$ cat src/rtl/rht_pkg.sv
package rht_pkg;

   localparam int NUM_REGIONS = 32;
   localparam int CELL_W      = (NUM_REGIONS > 1) ? $clog2(NUM_REGIONS) : 1;
   localparam int SLOT_W      = 5;
   localparam int COORD_W     = 12;
   localparam int SQ_W        = 2 * COORD_W;
   localparam int CMP_W       = (CELL_W > SLOT_W) ? CELL_W : SLOT_W;
   localparam int REQ_DATA_W  = 72;
   localparam int RSP_DATA_W  = 8;

   localparam logic [1:0] OP_CIRCLE = 2'd0;
   localparam logic [1:0] OP_RECT   = 2'd1;
   localparam logic [1:0] OP_QUERY  = 2'd2;

   typedef enum logic [1:0] {
      KIND_EMPTY  = 2'd0,
      KIND_CIRCLE = 2'd1,
      KIND_RECT   = 2'd2
   } kind_type;

   // Query point travelling down the chain with the best match so far
   typedef struct packed {
      logic               valid;
      logic [COORD_W-1:0] px;
      logic [COORD_W-1:0] py;
      logic               hit;
      logic [SLOT_W-1:0]  idx;
   } token_type;

   // Region load broadcast to every cell
   typedef struct packed {
      logic               en;
      logic [SLOT_W-1:0]  slot;
      kind_type           kind;
      logic [COORD_W-1:0] ax;
      logic [COORD_W-1:0] ay;
      logic [COORD_W-1:0] bx;
      logic [COORD_W-1:0] by;
   } wr_type;

endpackage

$ cat src/rtl/rht_cell.sv
module rht_cell (
   input  logic                              clock,
   input  logic                              reset,
   input  logic [rht_pkg::CELL_W-1:0]        cell_index,
   input  rht_pkg::wr_type                   wr,
   input  rht_pkg::token_type                tok_in,
   output rht_pkg::token_type                tok_out
);
   import rht_pkg::*;

   kind_type            kind_ff;
   logic [COORD_W-1:0]  ax_ff, ay_ff, bx_ff, by_ff;

   logic                s1_valid_ff;
   token_type           s1_tok_ff;
   logic [SQ_W-1:0]     dx2_ff, dy2_ff, r2_ff;
   logic                rect_ok_ff;

   logic                s2_valid_ff;
   token_type           s2_tok_ff;

   logic                sel;
   logic [COORD_W-1:0]  dx, dy;
   logic                rect_ok;
   logic [SQ_W:0]       dist2;
   logic                match;
   token_type           s2_tok_in;
   logic [SLOT_W-1:0]   my_idx;

   assign sel    = wr.en && (CMP_W'(wr.slot) == CMP_W'(cell_index));
   assign my_idx = SLOT_W'(cell_index);

   always_ff @(posedge clock) begin
      if (reset) begin
         kind_ff <= KIND_EMPTY;
      end else if (sel) begin
         kind_ff <= wr.kind;
      end
   end

   always_ff @(posedge clock) begin
      if (sel) begin
         ax_ff <= wr.ax;
         ay_ff <= wr.ay;
         bx_ff <= wr.bx;
         by_ff <= wr.by;
      end
   end

   // Stage one: distances, squares and the rectangle compare
   always_comb begin
      dx = (tok_in.px >= ax_ff) ? (tok_in.px - ax_ff) : (ax_ff - tok_in.px);
      dy = (tok_in.py >= ay_ff) ? (tok_in.py - ay_ff) : (ay_ff - tok_in.py);
      rect_ok = (tok_in.px >= ax_ff) && (tok_in.px <= bx_ff) &&
                (tok_in.py >= ay_ff) && (tok_in.py <= by_ff);
   end

   always_ff @(posedge clock) begin
      s1_tok_ff  <= tok_in;
      dx2_ff     <= SQ_W'(dx) * SQ_W'(dx);
      dy2_ff     <= SQ_W'(dy) * SQ_W'(dy);
      r2_ff      <= SQ_W'(bx_ff) * SQ_W'(bx_ff);
      rect_ok_ff <= rect_ok;
   end

   // Stage two: finish the circle test and keep the lowest match
   always_comb begin
      dist2 = {1'b0, dx2_ff} + {1'b0, dy2_ff};
      match = ((kind_ff == KIND_CIRCLE) && (dist2 <= {1'b0, r2_ff})) ||
              ((kind_ff == KIND_RECT) && rect_ok_ff);
      s2_tok_in       = s1_tok_ff;
      s2_tok_in.valid = s1_valid_ff;
      if (!s1_tok_ff.hit && match) begin
         s2_tok_in.hit = 1'b1;
         s2_tok_in.idx = my_idx;
      end
   end

   always_ff @(posedge clock) begin
      s2_tok_ff <= s2_tok_in;
   end

   always_ff @(posedge clock) begin
      if (reset) begin
         s1_valid_ff <= 1'b0;
         s2_valid_ff <= 1'b0;
      end else begin
         s1_valid_ff <= tok_in.valid;
         s2_valid_ff <= s1_valid_ff;
      end
   end

   always_comb begin
      tok_out       = s2_tok_ff;
      tok_out.valid = s2_valid_ff;
   end

endmodule

$ cat config.mk
export PLATFORM = sky130hd
export DESIGN_NAME = rht_cell
export DESIGN_NICKNAME = d
export VERILOG_FILES = /design/src/rtl/rht_pkg.sv /design/src/rtl/rht_cell.sv
export SDC_FILE = /design/constraint.sdc
export NUM_CORES = 1
export LEC_CHECK = 0
export ABC_AREA = 0
export ABC_CLOCK_PERIOD_IN_PS = 8910
export BUFFER_PORTS_ARGS = -buffer_cell sky130_fd_sc_hd__buf_2
export CAP_MARGIN = 20
export CORE_MARGIN = 1.5
export CORE_UTILIZATION = 57
export DETAILED_ROUTE_END_ITERATION = 7
export PLACE_DENSITY = 0.88
export SLEW_MARGIN = 20
export SYNTH_ARGS = -nofsm -noshare
export SYNTH_HDL_FRONTEND = slang
export SYNTH_SLANG_ARGS = --single-unit
$ cat constraint.sdc
create_clock -name clock -period 8.91 [get_ports clock]
set_input_delay 1.3365 -clock clock [delete_from_list [all_inputs] [get_ports clock]]
set_output_delay 1.3365 -clock clock [all_outputs]
set_load 0.005 [all_outputs]
Word level (Yosys, flattened, before mapping)
Cells that the tools add are included.
W data, S select, Z words.
{"block": "word_totals", "input_bits": 94, "reg_bits": 185, "output_inout_bits": 31, "word_cells": 47, "mem_bits_ro": 0, "n_memories": 0, "ram_bits": 0, "latchBits": 0}
{"block": "op_classes", "mul": 3, "n_shift": 0, "n_bitwise": 0, "eq_ne": 3, "n_div": 0, "magnitude_cmp": 5, "add_sub_neg": 5, "n_reduce_logical": 9, "muxes": 3}
{"op": "$mul A12 B12 Y24", "n": 3}
{"op": "$sub A12 B12 Y12", "n": 4}
{"op": "$add A24 B24 Y25", "n": 1}
{"op": "$le A25 B24 Y1", "n": 1}
{"op": "$ge A12 B12 Y1", "n": 2}
{"op": "$le A12 B12 Y1", "n": 2}
{"op": "$mux W12", "n": 2}
{"op": "$logic_and A1 B1 Y1", "n": 7}
{"op": "$eq A5 B5 Y1", "n": 1}
{"op": "$mux W5", "n": 1}
{"op": "$eq A2 B1 Y1 const B", "n": 1}
{"op": "$eq A2 B2 Y1 const B", "n": 1}
{"op": "$logic_not A1 Y1", "n": 1}
{"op": "$logic_or A1 B1 Y1", "n": 1}

Longest topological paths before layout
{"block": "depth", "depth_word": 6, "depth_mapped": 34, "depth_no_buf": 32}

Least setup slack after synthesis
Ideal clock, no wire load.
{"block": "synth_path", "path_type": "in2reg", "startpoint": "in tok_in[6] in the netlist's numbering", "endpoint": "reg dy2_ff[23]", "setup_time_ns": 0.119, "path_slack_ns": 0.289, "path_stages": 33, "arrival_time_ns": 8.502, "cell_sequence": "inv_1 > ha_1 > inv_1 > fa_1 > a211oi_1 > o21bai_1 > a211o_1 > a221o_1 > buf_6 > mux2_4 > and3_4 > or2_1 > buf_6 > nand2b_1 > fa_1 > inv_1 > fa_1 > inv_1 > fa_1 > inv_1 > fa_1 > inv_1 > fa_1 > inv_1 > ha_1 > o21ai_0 > nor2b_1 > a211oi_1 > a221oi_1 > o211a_1 > nor3_1 > a31oi_1 > xnor2_1"}
{"block": "synth_via", "elab_chain_cells": 3, "word_cells_on_any_way": 5}
{"element": "from (decl)", "line_no": "rht_cell.sv:6", "rtl": "input rht_pkg::token_type tok_in,"}
{"element": "$sub A12 B12 Y12 / $ge A12 B12 Y1 (equally long branches)", "line_no": "rht_cell.sv:53", "rtl": "dy = (tok_in.py >= ay_ff) ? (tok_in.py - ay_ff) : (ay_ff - tok_in.py);"}
{"element": "$mux W12 *", "line_no": "rht_cell.sv:53"}
{"element": "$mul A12 B12 Y24 *", "line_no": "rht_cell.sv:61", "rtl": "dy2_ff <= SQ_W'(dy) * SQ_W'(dy);"}
{"element": "to (signal assigned)", "line_no": "rht_cell.sv:61"}
{"element": "to (decl)", "line_no": "rht_cell.sv:16", "rtl": "logic [SQ_W-1:0] dx2_ff, dy2_ff, r2_ff;"}
Every way passes the cells marked *; elsewhere a longest branch is shown, timed or not.
A chain may end at the register's enable or synchronous reset.

Worst setup path after layout
Same ends and word-level chain as after synthesis.

==> flow_metrics.py <==
metrics = {
    "cts": {
        "hold_buffers": 0,
        "clk_latency_ps": 460,
        "numCtsBuffers": 17,
        "tritoncts": "built",
        "cts.sinks": 182,
        "clkTransAtPathRegs_ps": 80,
        "clockBufferDepth": 2,
        "htreeDepth": 4,
        "cts_root_buf": "clkbuf_16",
    },
    "min_path": {
        "min_to": "tok_out[24]",
        "min_from": "s1_tok_ff[24]",
        "min_path_type": "reg -> reg",
        "hold_depth": 0,
    },
    "setup_path": {
        "cp-start-kind": "input pin",
        "cpPeakStageDelay_ps": 520,
        "critPathRequiredTime_ps": 9270,
        "regToRegSetupSlack_ps": 1010,
        "worst-path-max-fanout": 8,
        "path_delay_family": "adder cells",
        "rr_endpoint": "dy2_ff[23]",
        "worst_ep_arrival_time_ps": 8950,
        "reg2reg_from": "ay_ff[0]",
        "cp_num_buf_inv": 10,
        "ff2ff_path_depth": 32,
        "crit_path_frequent_cell": "inv_1",
        "slowest_stage": "fa_1",
        "critPathKind": "in -> reg",
        "cp-end-kind": "flop",
    },
    "grt": {
        "grt_overflow": 0,
        "grt_pass1_wl_mm": 79.1,
        "antenna_found_initial": 0,
        "grt_usage": 0.270,
        "grt_start_max_net_pins": 51,
        "grt_pass1_vias": 16900,
    },
    "placed_design": {
        "dp.cells": 2767,
        "portBuffers": 124,
        "place_ws_ps": -123,
        "place.gp.congestion": 0.944,
        "dp_hpwl_mm": 38.5,
        "dpl_cell_area_mm2": 0.0218,
    },
    "floorplan": {
        "rows": 69,
        "core-area_mm2": 0.0354,
        "die_area_mm2": 0.0369,
        "initial_core_util": 0.575,
        "die_w_um": 192,
        "dieHeight_um": 192,
        "num_io_pins": 125,
    },
    "final_layout": {
        "fillers": 2761,
        "drive_gt1_frac": 0.122,
        "fin_cells": 2799,
        "fin_util": 0.633,
        "register_area_mm2": 0.00412,
        "diodes": 0,
        "fin_nets": 2945,
        "multi_input_area_mm2": 0.0143,
        "layout-area-overhead-vs-synth_pct": 10.1,
        "final_area_mm2": 0.0224,
    },
    "timing": {
        "slew_violations": 0,
        "fin_skew_ps": 17.8,
        "tightest_slew_ps": 787,
        "hold_violations": 0,
        "slew_headroom": 0.475,
        "fin_ws_ps": 323,
        "period_needed_ps": 8590,
        "setup_viol": 0,
        "period_share": 0.964,
        "clock.fmax_mhz": 116,
    },
    "synthesis": {
        "synth_flop_cell": "dfxtp_1",
        "ys_async_sr_fraction": 0,
        "yosysWarnings": 0,
        "syn_inst": 2161,
        "ys_seq_area_frac": 0.203,
        "synth_edf_count": 48,
        "synthTopCellsByArea": "fa_1, ha_1, dfxtp_1, inv_1, edfxtp_1",
        "synth_nets": 2781,
        "synth_top_cell_area_share": 0.234,
        "synth.avg_cell_area_um2": 9.42,
        "yosys.area.top_type": "fa_1",
        "ys_types": 83,
        "syn-cell-area_mm2": 0.0204,
        "ys_ff_latch": 182,
    },
    "detailed_routing": {
        "via_per_inst": 5.60,
        "drt_first_iter_violations": 1049,
        "drc": 0,
        "routed_wl_mm": 46.8,
        "vias": 15700,
        "dr.pass1.iters": 5,
        "antenna_left": 0,
        "routedWlPerCell_um": 16.7,
    },
    "flow_run": {
        "drv_cap": 0,
    },
    "run_status": {
        "status": "finished, final reports clean",
    },
}
-- routing by layer --
metal	vias to the layer above	track usage	part of all wire
met2	562	0.476	0.50
met3	113	0.0364	0.059
met4	0	0.107	0.030
met5	-	0	0
li1	7333	-	-
met1	7665	0.334	0.41
-- layout by cell type (no fill, tap or decap), drive strengths merged, types with 7 or more instances in the layout --
cell type,n
o21a,15
nand2b,23
a21o,50
or3,7
o21bai,16
nand2,89
and2,20
inv,462
a211oi,12
fa,238
dfxtp,134
buf,184
and3,14
nor3,30
nor4,20
nand3,29
nor2b,25
edfxtp,48
nand4,16
mux2i,13
a31oi,11
ha,288
xnor2,70
o21ai,49
mux2,12
nor2,189
o211ai,11
or2,26
clkinv,12
a21oi,89
xor2,40
clkbuf,17
-- repair_timing --
item	4_1_cts	5_1_grt
gates resized for setup	0	4
endpoints found under the setup margin	0	3
setup buffers	0	0
-- stage by stage --
stage	hold slack, ps	setup TNS (ps)
floorplan	310	0
global placement	310	0
detailed placement	312	-130
CTS	331	0
global route	334	-8.90
finish	330	0
-- sequential cells by signal, summed over array words and instances (netlist names) --
register,cells
ax_ff,12
ay_ff,12
bx_ff,12
by_ff,12
dx2_ff,23
dy2_ff,23
kind_ff,2
r2_ff,23
rect_ok_ff,1
s1_tok_ff,30
s1_valid_ff,1
s2_valid_ff,1
tok_out,30
-- cells by family (layout without fill, tap and decap cells) --
| family | count (synthesis) | after routing | share of synthesized area |
|---|---|---|---|
| xor gates and xnor gates | 110 | 110 | 0.0494 |
| and+or+nand+nor | 508 | 508 | 0.125 |
| buffers and inverters | 499 | 676 | 0.0959 |
| DFF | 182 | 182 | 0.203 |
| muxes | 25 | 25 | 0.0140 |
| adders and majority gates | 526 | 526 | 0.411 |
| AOI/OAI and AO/OA | 311 | 311 | 0.103 |
-- worst register-to-register path, delay by kind of cell (launching register included) --
family / cells / cell delay, ps
AOI/OAI and AO/OA: 10 / 2290
xor gates and xnor gates: 2 / 320
adders and majority gates: 8 / 3300
buffers and inverters: 8 / 530
DFF: 1 / 360
muxes: 1 / 270
and+or+nand+nor: 3 / 720
-- area by class of cell --
class                   count  share of cell area
clock inverters            15             0.00815
flip-flops and latches    182               0.184
clock buffers              17              0.0190
multi-input cells        1480               0.638
well taps                 461              0.0257
inverters                 460              0.0770
repair buffers            184              0.0483
-- worst max-delay path by stage --
stage | from | to | slack (ps) | cells after the start
3_3_place_gp | tok_in[6] | dy2_ff[23] | 50 | 31
4_1_cts | tok_in[6] | dy2_ff[23] | 230 | 28
6_report | tok_in[6] | dy2_ff[23] | 320 | 34
3_5_place_dp | tok_in[6] | dy2_ff[23] | -120 | 34
2_1_floorplan | tok_in[6] | dy2_ff[23] | 290 | 33
5_1_grt | tok_in[21] | dx2_ff[23] | -9 | 29
-- Yosys cell counts (15+ instances only) --
library cell / count
o21ai_0: 47
nor4_1: 15
inv_1: 452
or2_2: 20
nor3_1: 27
xor2_1: 39
nand2b_1: 23
nand3_1: 28
and2_1: 20
dfxtp_1: 134
nand2_1: 89
nor2b_1: 25
fa_1: 238
clkbuf_1: 18
o21bai_1: 16
nor2_1: 188
edfxtp_1: 48
xnor2_1: 67
a21oi_1: 88
nand4_1: 16
ha_1: 288
a21o_1: 50
o21a_1: 15
Power is not shown: default switching activity piles up to over one toggle a cycle in this logic, so the estimate is an artifact.
